===== config.mk =====
export PLATFORM = sky130hd
export DESIGN_NAME = gregorian_date_info
export DESIGN_NICKNAME = d
export VERILOG_FILES = /design/src/hdl/gdi_pkg.sv /design/src/hdl/gdi_pipe.sv /design/src/hdl/gregorian_date_info.sv
export SDC_FILE = /design/constraint.sdc
export NUM_CORES = 1
export LEC_CHECK = 0
export BUFFER_PORTS_ARGS = -buffer_cell sky130_fd_sc_hd__buf_4
export CELL_PAD_IN_SITES_DETAIL_PLACEMENT = 1
export CELL_PAD_IN_SITES_GLOBAL_PLACEMENT = 1
export CORE_MARGIN = 10
export CORE_UTILIZATION = 50
export DETAILED_ROUTE_END_ITERATION = 8
export PLACE_DENSITY = 0.89
export SLEW_MARGIN = 40
export SYNTH_ARGS = -nofsm -noshare
export SYNTH_HDL_FRONTEND = slang
export SYNTH_SLANG_ARGS = --single-unit

===== constraint.sdc =====
create_clock -name clk -period 9.58 [get_ports clk]
set_input_delay 0.958 -clock clk [delete_from_list [all_inputs] [get_ports clk]]
set_output_delay 0.958 -clock clk [all_outputs]
set_load 0.01 [all_outputs]

===== src/hdl/gdi_pkg.sv =====
package gdi_pkg;

  localparam int unsigned CFG_ADDR_W   = 3;
  localparam int unsigned CFG_DATA_W   = 32;
  localparam int unsigned MASK_W       = 7;

  // register indexes (byte address / 4)
  localparam logic REG_WEEKEND_MASK = 1'b0;

  localparam logic [MASK_W-1:0] WEEKEND_MASK_RST = 7'd96;

  // reciprocal of 100: exact for operands below 199728
  localparam int unsigned RECIP_SHIFT  = 24;
  localparam logic [31:0] RECIP_100    = 32'd167773;

  typedef struct packed {
    logic [4:0]  day_of_month;
    logic [3:0]  month_number;
    logic [13:0] year_number;
  } date_t;

  typedef struct packed {
    logic [2:0] weekday;
    logic       leap_year;
    logic [4:0] month_length;
    logic       is_weekend;
    logic [2:0] days_to_week_end;
    logic [4:0] days_to_month_end;
    logic [8:0] days_to_year_end;
    logic       date_invalid;
  } info_t;

  // floor(31 * mm / 12) for the shifted month mm (1 = March .. 12 = February)
  function automatic logic [5:0] month_offset(input logic [3:0] mm);
    logic [5:0] r;
    unique case (mm)
      4'd1:    r = 6'd2;
      4'd2:    r = 6'd5;
      4'd3:    r = 6'd7;
      4'd4:    r = 6'd10;
      4'd5:    r = 6'd12;
      4'd6:    r = 6'd15;
      4'd7:    r = 6'd18;
      4'd8:    r = 6'd20;
      4'd9:    r = 6'd23;
      4'd10:   r = 6'd25;
      4'd11:   r = 6'd28;
      4'd12:   r = 6'd31;
      4'd13:   r = 6'd33;
      default: r = 6'd0;
    endcase
    return r;
  endfunction

  // days in month for a common year; 0 for a month code out of range
  function automatic logic [4:0] month_days(input logic [3:0] m);
    logic [4:0] r;
    unique case (m)
      4'd1, 4'd3, 4'd5, 4'd7, 4'd8, 4'd10, 4'd12: r = 5'd31;
      4'd4, 4'd6, 4'd9, 4'd11:                    r = 5'd30;
      4'd2:                                       r = 5'd28;
      default:                                    r = 5'd0;
    endcase
    return r;
  endfunction

  // days before the first of month m in a common year
  function automatic logic [8:0] days_before(input logic [3:0] m);
    logic [8:0] r;
    unique case (m)
      4'd1:    r = 9'd0;
      4'd2:    r = 9'd31;
      4'd3:    r = 9'd59;
      4'd4:    r = 9'd90;
      4'd5:    r = 9'd120;
      4'd6:    r = 9'd151;
      4'd7:    r = 9'd181;
      4'd8:    r = 9'd212;
      4'd9:    r = 9'd243;
      4'd10:   r = 9'd273;
      4'd11:   r = 9'd304;
      4'd12:   r = 9'd334;
      default: r = 9'd0;
    endcase
    return r;
  endfunction

endpackage


===== src/hdl/gdi_pipe.sv =====
module gdi_pipe
  import gdi_pkg::*;
(
  input  logic              clk,
  input  logic              rst,
  input  logic [MASK_W-1:0] weekend_mask,
  input  logic              date_valid,
  output logic              date_ready,
  input  date_t             date,
  output logic              info_valid,
  input  logic              info_ready,
  output info_t             info
);

  // stage 1: shifted calendar and reciprocal products
  logic        s1_valid;
  logic [4:0]  s1_d;
  logic [3:0]  s1_m;
  logic [13:0] s1_y;
  logic [14:0] s1_yy;
  logic [3:0]  s1_mm;
  logic [31:0] s1_p_yy;
  logic [31:0] s1_p_y;

  // stage 2: congruence sum and calendar fields
  logic        s2_valid;
  logic [14:0] s2_sum;
  logic        s2_leap;
  logic [4:0]  s2_mlen;
  logic [4:0]  s2_to_month;
  logic [8:0]  s2_to_year;
  logic        s2_invalid;

  logic ld1, ld2, ld3;

  assign ld3        = !info_valid || info_ready;
  assign ld2        = !s2_valid || ld3;
  assign ld1        = !s1_valid || ld2;
  assign date_ready = ld1;

  // ---------------- stage 1 ----------------
  logic        shift_c;
  logic [14:0] yy_c;
  logic [3:0]  mm_c;

  always_comb begin
    shift_c = (date.month_number <= 4'd2);
    yy_c    = 15'(date.year_number) + 15'd400 - 15'(shift_c);
    mm_c    = shift_c ? date.month_number + 4'd10 : date.month_number - 4'd2;
  end

  always_ff @(posedge clk) begin
    if (rst) begin
      s1_valid <= 1'b0;
    end else if (ld1) begin
      s1_valid <= date_valid;
    end
  end

  always_ff @(posedge clk) begin
    if (ld1) begin
      s1_d    <= date.day_of_month;
      s1_m    <= date.month_number;
      s1_y    <= date.year_number;
      s1_yy   <= yy_c;
      s1_mm   <= mm_c;
      s1_p_yy <= 32'(yy_c) * RECIP_100;
      s1_p_y  <= 32'(date.year_number) * RECIP_100;
    end
  end

  // ---------------- stage 2 ----------------
  logic [7:0]  q_yy;
  logic [7:0]  q_y;
  logic [13:0] q_y_x100;
  logic        div100;
  logic        leap_c;
  logic        month_ok;
  logic [4:0]  mlen_c;
  logic        invalid_c;
  logic [8:0]  before_c;
  logic [14:0] sum_c;

  always_comb begin
    q_yy     = s1_p_yy[RECIP_SHIFT +: 8];
    q_y      = s1_p_y[RECIP_SHIFT +: 8];
    q_y_x100 = (14'(q_y) << 6) + (14'(q_y) << 5) + (14'(q_y) << 2);
    div100   = (q_y_x100 == s1_y);
    leap_c   = ((s1_y[1:0] == 2'd0) && !div100) || (div100 && (q_y[1:0] == 2'd0));
    month_ok = (s1_m >= 4'd1) && (s1_m <= 4'd12);
    mlen_c   = month_days(s1_m) + ((s1_m == 4'd2) ? 5'(leap_c) : 5'd0);
    invalid_c = !month_ok || (s1_d == 5'd0) || (s1_d > mlen_c);
    before_c = days_before(s1_m) + ((s1_m > 4'd2) ? 9'(leap_c) : 9'd0);
    sum_c    = 15'(s1_d) + s1_yy + 15'(s1_yy[14:2]) - 15'(q_yy) + 15'(q_yy[7:2])
             + 15'(month_offset(s1_mm));
  end

  always_ff @(posedge clk) begin
    if (rst) begin
      s2_valid <= 1'b0;
    end else if (ld2) begin
      s2_valid <= s1_valid;
    end
  end

  always_ff @(posedge clk) begin
    if (ld2) begin
      s2_sum      <= sum_c;
      s2_leap     <= leap_c;
      s2_mlen     <= mlen_c;
      s2_invalid  <= invalid_c;
      s2_to_month <= invalid_c ? 5'd0 : mlen_c - s1_d;
      s2_to_year  <= invalid_c ? 9'd0 : 9'd365 + 9'(leap_c) - before_c - 9'(s1_d);
    end
  end

  // ---------------- stage 3: mod 7 and output register ----------------
  // 8 = 1 mod 7: fold octal digits, then one conditional subtract
  logic [5:0]  fold1;
  logic [3:0]  fold2;
  logic [2:0]  wd_c;
  logic [7:0]  mask_ext;

  always_comb begin
    fold1 = 6'(s2_sum[2:0]) + 6'(s2_sum[5:3]) + 6'(s2_sum[8:6])
          + 6'(s2_sum[11:9]) + 6'(s2_sum[14:12]);
    fold2 = 4'(fold1[5:3]) + 4'(fold1[2:0]);
    wd_c  = (fold2 >= 4'd7) ? 3'(fold2 - 4'd7) : fold2[2:0];
    mask_ext = {1'b0, weekend_mask};
  end

  always_ff @(posedge clk) begin
    if (rst) begin
      info_valid <= 1'b0;
    end else if (ld3) begin
      info_valid <= s2_valid;
    end
  end

  always_ff @(posedge clk) begin
    if (ld3) begin
      info.weekday           <= wd_c;
      info.leap_year         <= s2_leap;
      info.month_length      <= s2_mlen;
      info.is_weekend        <= mask_ext[wd_c];
      info.days_to_week_end  <= 3'd6 - wd_c;
      info.days_to_month_end <= s2_to_month;
      info.days_to_year_end  <= s2_to_year;
      info.date_invalid      <= s2_invalid;
    end
  end

endmodule


===== src/hdl/gregorian_date_info.sv =====
// Gregorian date information unit.
// The date channel (date_valid / date_ready / date) carries day, month and year;
// the info channel (info_valid / info_ready / info) returns one result per date:
// weekday (0 = Sunday), leap flag, month length, weekend flag, days to Saturday,
// days left in the month and in the year, and an invalid-date flag.
// The weekend_mask register sits at APB byte address 0 (pready always high,
// writes land on the access cycle); byte addresses 4 to 7 read as zero.
// Pipeline: a date is registered in stage 1 (reciprocal multiplies), then in
// stage 2 (congruence sum and calendar tables), then in stage 3 (mod-7 fold
// into the output register), which drives info.
// Throughput: one date per cycle unless info is stalled; each stage has its own
// valid bit, so the block keeps taking dates into empty stages while a result
// waits on info_ready. When the receiver stalls, the pipe fills up and date_ready
// drops once all three stages hold results; nothing is lost or repeated.
// Synchronous reset empties the pipe and sets weekend_mask to Friday+Saturday.
module gregorian_date_info
  import gdi_pkg::*;
(
  input  logic                  clk,
  input  logic                  rst,
  input  logic                  psel,
  input  logic                  penable,
  input  logic                  pwrite,
  input  logic [CFG_ADDR_W-1:0] paddr,
  input  logic [CFG_DATA_W-1:0] pwdata,
  output logic [CFG_DATA_W-1:0] prdata,
  output logic                  pready,
  input  logic                  date_valid,
  output logic                  date_ready,
  input  date_t                 date,
  output logic                  info_valid,
  input  logic                  info_ready,
  output info_t                 info
);

  logic [MASK_W-1:0] weekend_mask;
  logic              reg_idx;

  assign pready  = 1'b1;
  assign reg_idx = paddr[CFG_ADDR_W-1];

  always_ff @(posedge clk) begin
    if (rst) begin
      weekend_mask <= WEEKEND_MASK_RST;
    end else if (psel && penable && pwrite && (reg_idx == REG_WEEKEND_MASK)) begin
      weekend_mask <= pwdata[MASK_W-1:0];
    end
  end

  always_comb begin
    prdata = '0;
    if (reg_idx == REG_WEEKEND_MASK) begin
      prdata = CFG_DATA_W'(weekend_mask);
    end
  end

  gdi_pipe u_pipe (
    .clk          (clk),
    .rst          (rst),
    .weekend_mask (weekend_mask),
    .date_valid   (date_valid),
    .date_ready   (date_ready),
    .date         (date),
    .info_valid   (info_valid),
    .info_ready   (info_ready),
    .info         (info)
  );

  logic [7:0] mask_chk;
  assign mask_chk = {1'b0, weekend_mask};

  a_reset_empty: assert property (@(posedge clk) rst |=> !info_valid)
    else $error("info_valid high right after reset");

  a_weekend_flag: assert property (@(posedge clk) disable iff (rst)
    info_valid |-> (info.is_weekend == mask_chk[info.weekday]))
    else $error("is_weekend disagrees with weekend_mask");

  a_backpressure: assert property (@(posedge clk) disable iff (rst)
    !date_ready |-> (info_valid && !info_ready))
    else $error("date_ready low without a stalled result");

endmodule

==> impl_metrics.env <==
export IMPL_most_common_layout_cells="inv_1 (404), ha_1 (349), fa_1 (218)"
export IMPL_cts_inserted_buffers=17
export IMPL_layout_drive_gt1_share=0.08920
export IMPL_crit_top_cell="fa_1"
export IMPL_maxSlewViolCount=0
export IMPL_finalHoldViolations=0
export IMPL_cap_viol_max_count=0
export IMPL_placed_area_sq_um=18900
export IMPL_antenna_found_initial=0
export IMPL_synth_seq_area_share=0.2351
export IMPL_wl_microns=49490
export IMPL_crit_arrival_ns=9.37
export IMPL_die_area_sq_um=43350
export IMPL_r2r_cells=22
export IMPL_synth_top_family_by_area="adder cells"
export IMPL_use_met2=0.4295
export IMPL_stdcell_area_sq_um=19490
export IMPL_diodes=0
export IMPL_mostFrequentLayoutCell="inv_1"
export IMPL_synthSimpleGateAreaFrac=0.05447
export IMPL_yosysWarnings=0
export IMPL_synth_seq_cells=148
export IMPL_met3_usage=0.03475
export IMPL_fillerInstances=3794
export IMPL_worstSkewPairLatency_ns=0.43
export IMPL_synth_flop_cell="edfxtp_1"
export IMPL_syn_inst=1640
export IMPL_fin_skew_ns=0.01044
export IMPL_final_util=0.5616
export IMPL_ios=128
export IMPL_track_usage=0.2299
export IMPL_gp_congestion=0.8782
export IMPL_synth_top_cell_area_share=0.2466
export IMPL_core_area_sq_um=34710
export IMPL_row_count=68
export IMPL_port_buffers=74
export IMPL_postCtsHoldBufs=0
export IMPL_cts_buffer_depth=2
export IMPL_cp_slowest_cell="fa_1"
export IMPL_drt_pass1_iterations=5
export IMPL_post_synth_top_area_cell="ha_1"
export IMPL_cp_required_ns=9.76
export IMPL_grt_pass1_vias=14560
export IMPL_cts_sinks=148
export IMPL_grt_setup_unrepaired="no"
export IMPL_num_nets_final=2379
export IMPL_ys_types=64
export IMPL_synthXorXnorAreaFrac=0.03978
export IMPL_grt_overflow=0
export IMPL_first_iter_violations=539
export IMPL_cts_max_level=4
export IMPL_criticalPathCategory="in -> reg"
export IMPL_ys_top_cells_by_area="ha_1 (25%), fa_1 (25%), edfxtp_1 (20%)"
export IMPL_syn_area_per_cell_sq_um=10.80
export IMPL_grt_busiest_layer="met2"
export IMPL_synth_mux_area_frac=0.009538
export IMPL_root_buffer="clkbuf_16"
export IMPL_syn_area_sq_um=17710
export IMPL_fmax_ghz=0.1088
export IMPL_synth_enable_flop_cells=120
export IMPL_setup_viol=0
export IMPL_holdPathStages=0
export IMPL_die_w_microns=208.2
export IMPL_crit_family="adder cells"
export IMPL_grt_start_max_net_pins=46
export IMPL_status="finished clean"
export IMPL_synth_compound_area_frac=0.06797
export IMPL_postRouteAntennaNets=0
export IMPL_r2r_slack_ns=3.07
export IMPL_start_kind="primary input"
export IMPL_synthAdderAreaFrac=0.4930
export IMPL_period_share=0.9594
export IMPL_routedWlPerCell_microns=22.34
export IMPL_drc=0
export IMPL_crit_cells=35
export IMPL_grt_pass1_wl_microns=79090
export IMPL_cts_tree="done"
export IMPL_setup_tns_ns=0
export IMPL_start_util=0.5102
export IMPL_die_height_microns=208.2
export IMPL_tightest_slew_ns=0.9016
export IMPL_viasPerCell=5.456
export IMPL_max_stage_delay_ns=0.55
export IMPL_crit_path_max_fanout=6
export IMPL_async_flop_share=0
export IMPL_maxSlewHeadroom=0.3948
export IMPL_area_delta_synth_final_pct=10.08
export IMPL_crit_buf_inv=8
export IMPL_place_hpwl_microns=40770
export IMPL_grtUsageMet1=0.2527
export IMPL_min_period_ns=9.191
export IMPL_clk_pin_slew_ns=0.07
export IMPL_hold_path_class="reg -> reg"
export IMPL_cp_end_kind="flop"
export IMPL_vias=12090
## per-layer routing
metal / up-vias / routed length (microns)
met5: - / 0
met4: 0 / 2110
met3: 131 / 1784
met2: 322 / 26720
met1: 6145 / 18870
li1: 5488 / -
## final timing paths
| kind | startpoint | endpoint |
|---|---|---|
| worst max-delay path | date[15] | u_pipe.s1_p_yy[31]$_DFFE_PN_ |
| worst min-delay path | u_pipe.s2_to_year[2]$_SDFFCE_PP0P_ | u_pipe.info[3]$_DFFE_PP_ |
| worst max register to register | u_pipe.s1_p_y[24]$_DFFE_PN_ | u_pipe.s2_to_year[7]$_SDFFCE_PP0P_ |
| worst min register to register | u_pipe.s2_to_year[2]$_SDFFCE_PP0P_ | u_pipe.info[3]$_DFFE_PP_ |
## through the flow
stage,worst slack [ns],hold WS (ns),cells
global placement,0.2361,0.4019,2183
finish,0.3894,0.4191,2215
global route,0.04938,0.4292,2215
CTS,0.1867,0.4192,2215
detailed placement,-0.1101,0.4061,2183
floorplan,1.099,0.4003,1664
## timing repair
action                                  4_1_cts  5_1_grt
endpoints found under the setup margin        0        1
resized for setup                             0        2
setup buffers                                 0        0
## cells by family (layout without fill, tap and decap cells)
logic type / Yosys count / in the layout
and+or+nand+nor: 200 / 200
xor gates and xnor gates: 78 / 78
AOI/OAI and AO/OA: 187 / 187
adders and majority gates: 567 / 567
muxes: 15 / 15
buffers and inverters: 443 / 539
other: 2 / 26
DFF: 148 / 148
## cell usage after synthesis, drive strengths merged (3+ instances only)
cell	number
a41o	3
inv	406
edfxtp	120
o221ai	3
a21oi	56
a211oi	4
buf	28
o21ai	39
nand2	45
xnor2	56
and2	3
o21bai	6
nand3	12
nor2b	18
o21a	4
ha	349
a311oi	3
mux2i	9
nor4	3
a211o	4
nor2	70
xor2	21
nand4	7
a21boi	4
dfxtp	28
clkbuf	9
a21o	36
or3	5
o211ai	4
fa	218
and3	3
mux2	5
or2	4
nor3	17
a31oi	5
## worst register-to-register path: cells and delay by family, from the launching register on
family          cells  cell delay [ns]
compound gates      7             1.81
xor+xnor            1             0.16
simple gates        6             0.99
fa+ha+maj           7             2.74
buf+inv             1             0.07
flops               1             0.51
## layout make-up
cell class                      instances  area, sq um  share of cell area
Clock buffer                           18        429.2             0.02201
Clock inverter                         14        145.1            0.007445
Inverter                              406         1524             0.07817
Multi-Input combinational cell       1073        11910              0.6107
Sequential cell                       148         4164              0.2136
Tap cell                              455        569.3             0.02920
Timing Repair Buffer                  101        758.2             0.03889
Power is not shown: default switching activity piles up to over one toggle a cycle in this logic, so the estimate is an artifact.
